$ cat src/hdl/rrpqs_pkg.sv
// ----------------------------------------------------------------------------
// rrpqs_pkg
// shared types, codes and sizes for the ready queue scheduler
// ----------------------------------------------------------------------------
package rrpqs_pkg;

  localparam int READY_DEPTH = 64;
  localparam int WAIT_DEPTH  = 64;
  localparam int ID_BITS     = 16;
  localparam int PRIO_BITS   = 7;
  localparam int CNT_BITS    = 7;
  localparam int RIDX_BITS   = $clog2(READY_DEPTH);
  localparam int WIDX_BITS   = $clog2(WAIT_DEPTH);
  localparam int FQ_DEPTH    = 2;

  localparam logic [15:0] QUANTUM_RESET = 16'd500;

  localparam logic [2:0] OP_ARRIVE   = 3'd0;
  localparam logic [2:0] OP_DISPATCH = 3'd1;
  localparam logic [2:0] OP_TICK     = 3'd2;
  localparam logic [2:0] OP_IO_REQ   = 3'd3;
  localparam logic [2:0] OP_IO_DONE  = 3'd4;
  localparam logic [2:0] OP_TERM     = 3'd5;

  localparam logic [2:0] ST_OK       = 3'd0;
  localparam logic [2:0] ST_DISP     = 3'd1;
  localparam logic [2:0] ST_PREEMPT  = 3'd2;
  localparam logic [2:0] ST_NOTHING  = 3'd3;
  localparam logic [2:0] ST_FULL     = 3'd4;
  localparam logic [2:0] ST_NOTFOUND = 3'd5;

  localparam logic CFG_MODE    = 1'b0;
  localparam logic CFG_QUANTUM = 1'b1;

  typedef struct packed {
    logic [2:0]  opcode;
    logic [15:0] task_id;
    logic [6:0]  task_priority;
  } in_item_t;

  typedef struct packed {
    logic [2:0]  status;
    logic [15:0] out_task_id;
    logic [6:0]  out_priority;
    logic [6:0]  ready_count;
    logic [6:0]  waiting_count;
    logic        running_valid;
  } out_item_t;

  typedef struct packed {
    logic [ID_BITS-1:0]   id;
    logic [PRIO_BITS-1:0] prio;
  } task_t;

  // classified event handed from the front to the back
  typedef struct packed {
    logic         valid_op;
    logic [2:0]   opcode;
    task_t        tsk;
  } evt_t;

endpackage

$ cat src/hdl/rrpqs_front.sv
// ----------------------------------------------------------------------------
// rrpqs_front
// accepts events, decodes them and queues them for the back end
// ----------------------------------------------------------------------------
module rrpqs_front (
  input  logic                clk,
  input  logic                rst_n,
  input  logic                start,
  output logic                busy,
  input  rrpqs_pkg::in_item_t in_item,
  output logic                evt_valid,
  output rrpqs_pkg::evt_t     evt,
  input  logic                evt_take
);

  rrpqs_pkg::evt_t q_r [rrpqs_pkg::FQ_DEPTH];
  logic            wp_r, wp_nxt, rp_r, rp_nxt;
  logic [1:0]      cnt_r, cnt_nxt;
  logic            push;
  rrpqs_pkg::evt_t cls;

  assign busy = (cnt_r == 2'(rrpqs_pkg::FQ_DEPTH));
  assign push = start && !busy;

  always_comb begin
    cls.opcode   = in_item.opcode;
    cls.valid_op = (in_item.opcode <= rrpqs_pkg::OP_TERM);
    cls.tsk.id   = in_item.task_id[rrpqs_pkg::ID_BITS-1:0];
    cls.tsk.prio = in_item.task_priority;
  end

  assign evt_valid = (cnt_r != 2'd0);
  assign evt       = q_r[rp_r];

  always_comb begin
    wp_nxt  = push ? ~wp_r : wp_r;
    rp_nxt  = evt_take ? ~rp_r : rp_r;
    cnt_nxt = cnt_r + 2'(push) - 2'(evt_take);
  end

  always_ff @(posedge clk) begin
    if (!rst_n) begin
      wp_r  <= 1'b0;
      rp_r  <= 1'b0;
      cnt_r <= 2'd0;
    end else begin
      wp_r  <= wp_nxt;
      rp_r  <= rp_nxt;
      cnt_r <= cnt_nxt;
    end
  end

  always_ff @(posedge clk) begin
    if (push) begin
      q_r[wp_r] <= cls;
    end
  end

endmodule

$ cat config.mk
export PLATFORM = sky130hd
export DESIGN_NAME = rrpqs_front
export DESIGN_NICKNAME = d
export VERILOG_FILES = /design/src/hdl/rrpqs_pkg.sv /design/src/hdl/rrpqs_front.sv
export SDC_FILE = /design/constraint.sdc
export NUM_CORES = 1
export LEC_CHECK = 0
export ABC_AREA = 1
export BUFFER_PORTS_ARGS = -buffer_cell sky130_fd_sc_hd__buf_2
export CAP_MARGIN = 20
export CORE_MARGIN = 2
export CORE_UTILIZATION = 45
export CTS_CLUSTER_DIAMETER = 50
export DETAILED_ROUTE_END_ITERATION = 8
export GPL_TIMING_DRIVEN = 0
export PLACE_DENSITY = 0.68
export SKIP_LAST_GASP = 1
export SLEW_MARGIN = 20
export SYNTH_ARGS = -nofsm -noshare
export SYNTH_HDL_FRONTEND = slang
export SYNTH_SLANG_ARGS = --single-unit
export TNS_END_PERCENT = 10
$ cat constraint.sdc
create_clock -name clk -period 5 [get_ports clk]
set_input_delay 1 -clock clk [delete_from_list [all_inputs] [get_ports clk]]
set_output_delay 1 -clock clk [all_outputs]
set_load 0.1 [all_outputs]
# Yosys cells after proc, flatten, opt, wreduce, memory -nomap -nowiden
# Memories as Yosys holds them, arrays and structs flattened. A register that Yosys moved wholly into a read port is not among the register bits.
# Cells that the tools add are included.
# W data, S select, Z words.
[word_totals] register_bits=4 mem_bits_rw=54 in_bits=30 output_inout_bits=29 word_cells=17 n_memories=1
[memory_table] memory="q_r" words=2 width=27 rd=1 rd_ports_with_merged_regs=1 write_ports=1 line_no="rrpqs_front.sv:16" rtl="rrpqs_pkg::evt_t q_r [rrpqs_pkg::FQ_DEPTH];"
[classes] add_sub_neg=2 order_cmp=1 eq_ne=1 mux=4 bitwise_logic=2 reduce_logical=3
[ops] operator="$mux W1" count=4
[ops] operator="$le A3 B3 Y1 const B" count=1
[ops] operator="$add A2 B1 Y2" count=1
[ops] operator="$eq A2 B2 Y1 const B" count=1
[ops] operator="$not A1 Y1" count=2
[ops] operator="$reduce_bool A2 Y1" count=1
[ops] operator="$sub A2 B1 Y2" count=1
[ops] operator="$logic_and A1 B1 Y1" count=1
[ops] operator="$logic_not A1 Y1" count=1

# Logic depth before layout (Yosys ltp)
[logic_depth] word_depth=5 mapped_depth=11 ltp_nobuf=11

# Worst setup path before layout
# Ideal clock, no wire load.
[synth_timing] path_kind="input port to flip-flop" start="in start" end="mem q_r[0][0] (netlist name) (enable)" setup_time_ns=0.411 arrival_ns=2.215 required_time_ns=4.589 slack_ns=2.374 cell_stages=2 n_path_buf=0 cell_sequence="nand2_1 nor2_1"
[synth_via] elab_chain_cells=3
[synth_lines] element="start: declaration" line_no="rrpqs_front.sv:8" rtl="input logic start,"
[synth_lines] element="$logic_and A1 B1 Y1" line_no="rrpqs_front.sv:23" rtl="assign push = start && !busy;"
[synth_lines] element="$mux W1" line_no="rrpqs_front.sv:54" rtl="if (push) begin"
[synth_lines] element="$mux W1 (implied by the code)" line_no="rrpqs_front.sv:55" rtl="q_r[wp_r] <= cls;"
[synth_lines] element="end: declaration" line_no="rrpqs_front.sv:16"
# Every way passes these cells.

==> impl_metrics.yaml <==
outcome:
  run_status: "complete, no violations"
synthesis:
  yosys.area.top_type_share_pct: 70.8
  synth-seq-cells: 59
  synthArstFlopShare_pct: 0
  synth_edf_count: 54
  ys_types: 12
  yosys.area.top_type: "edfxtp_1"
  synthTopCellsByArea: "edfxtp_1 71%, mux2_4 13%, dfxtp_1 4.4%"
  synth_most_common_cell: "edfxtp_1"
  syn_avg_cell_area_sq_um: 19.1
  syn_nets: 152
  syn_inst: 120
  yosysSeqAreaShare_pct: 75.2
  yosysWarnings: 0
  netlist_area_sq_um: 2290
  ys_dominant_reg_cell: "edfxtp_1"
  synth_commonest_cells: "54 x edfxtp_1, 20 x mux2_4, 11 x nand2_1, 8 x inv_1, 7 x mux2_2"
timing:
  fin_ws_ns: 2.45
  clock_skew_ns: 0.00342
  fmax_mhz: 391
  period_share_pct: 51.1
  fin_crit_ns: 2.55
  worstMarginPinSlew_ns: 0.538
  whs_ns: 0.509
  finalHoldViolCount: 0
  setup_violations: 0
  slew_headroom_pct: 63.9
  slew_viol_final: 0
  fin_setup_tns_ns: 0
  rsz0062_at_grt: "false"
detailed_routing:
  drtAntennaViolNets: 0
  routed_wire_length_per_instance_microns: 14.3
  drc: 0
  drt_iter0_markers: 62
  drt_first_pass_iters: 4
  via_count: 1211
  vias_per_cell: 4.60
  wirelength_microns: 3750
grt:
  grt_antenna_before_repair: 0
  grt_pass1_wl_microns: 5560
  grt_overflow: 0
  first_global_vias: 1218
  gr-max-usage-layer: "met2"
  grt_use_met3_pct: 4.50
  grtUsageTotal_pct: 14.4
  met2_usage_pct: 25.1
  grt_start_max_net_pins: 28
  grtUsageMet1_pct: 14.8
placed_design:
  dp_slack_ns: 2.51
  place_congestion: 0.677
  placedCellCount: 246
  portBuffers: 58
  hpwl_microns: 2570
worst_setup_path:
  cp_num_buf_inv: 3
  endpoint_kind: "output port"
  arrival_ns: 1.55
  start_kind: "register"
  slowest_delay_ns: 0.32
  crit_chain: "buf_6 -> buf_12 -> mux2_4 -> buf_2"
  crit_family: "buffers and inverters"
  critPathKind: "register to output port"
  required_ns: 4.00
  critPathMaxFanout: 10
  cpMaxStageDelayCell: "dfxtp_1"
floorplanning:
  start_util_pct: 47.6
  rows: 25
  core_sq_um: 4820
  io_pins: 59
  die_h_microns: 75.4
  dieArea_sq_um: 5680
  die_w_microns: 75.4
finish:
  final_cells: 263
  area_delta_synth_final_pct: 26.5
  final_nets: 223
  seq_area_sq_um: 1720
  multi_input_area_sq_um: 495
  fin_util_pct: 60.2
  n_antenna_cell: 0
  fill_cells: 391
  drive_gt1_share_pct: 53.1
clocking:
  cts.sinks: 59
  clockRootBuffer: "clkbuf_8"
  cts_resized: 0
  cts_tree: "yes"
  clkTransAtPathRegs_ns: 0.06
  cts_hold_buf: 0
  clock_path_buffers: 2
  htreeDepth: 3
  cts_setup_buffers: 0
  clkLatencyLatePin_ns: 0.32
  cts_buffers: 9
power_and_ir_drop:
  p_leak_uw: 0.00119
  powerDensity_nw_per_um2: 476
  max-vdd-ir-drop_uv: 291
worst_hold_path:
  hold_class: "register to register"
run:
  cap_violations: 0
## layer usage
| layer | part of all wire (%) | vias to the layer above |
|---|---|---|
| li1 | - | 589 |
| met1 | 38 | 570 |
| met2 | 54 | 44 |
| met3 | 5.5 | 8 |
| met4 | 2.3 | 0 |
| met5 | 0 | - |
## cell usage in the layout, fill, tap and decap left out
| cell type | count |
|---|---|
| a21oi_1 | 2 |
| buf_12 | 2 |
| buf_16 | 1 |
| buf_2 | 58 |
| buf_6 | 1 |
| buf_8 | 1 |
| bufinv_16 | 1 |
| clkbuf_8 | 9 |
| clkinv_1 | 4 |
| clkinv_2 | 2 |
| clkinvlp_4 | 1 |
| dfxtp_1 | 5 |
| edfxtp_1 | 54 |
| ha_1 | 2 |
| inv_1 | 7 |
| mux2_2 | 7 |
| mux2_4 | 20 |
| nand2_1 | 11 |
| nand3_1 | 2 |
| nor2_1 | 5 |
| nor2_4 | 1 |
## worst min-delay path: stages (launching register included)
cell and delay [ns]:
dfxtp_1 0.33, nor2_1 0.06, nor2_1 0.09
## power by group
group | switching (uW) | internal [uW] | total [uW]
clock | 173 | 223 | 396
combinational | 295 | 86.6 | 381
sequential | 12.4 | 589 | 602
## registers in the layout, summed over array words and instances, names as in the netlist, named ones only
register,count
q_r,54
cnt_r,2
rp_r,1
wp_r,1
## cells by family after synthesis
family / count (synthesis) / synth area share [%]
compound gates: 2 / 0.437
fa+ha+maj: 2 / 1.09
buf+inv: 11 / 3.55
flops: 59 / 75.2
mux: 27 / 16.5
simple gates: 19 / 3.22
## final timing paths
check                 from          to  slack [ns]  cells after the start
hold / removal        rp_r        rp_r        0.51                      2
hold reg to reg       rp_r        rp_r        0.51                      2
setup reg to reg  cnt_r[0]  q_r[1][13]        3.33                      5
setup / recovery  register      evt[8]        2.45                      4
## final cells by class
class	instances	area share (%)
plain buffers	3	1.77
clock buffers	9	4.27
clock inverters	7	2.03
inverters	8	1.04
multi-input cells	50	17.1
flip-flops and latches	59	59.4
well taps	67	2.89
repair buffers	60	11.5
## per-stage QoR
stage	cell area [sq um]	total power [uW]
3_5_place_dp	2700	995
6_report	2900	1380
4_1_cts	2880	1390
3_3_place_gp	2670	975
2_1_floorplan	2290	928
5_1_grt	2900	1430
No activity file was read; power rests on OpenSTA's default activity.
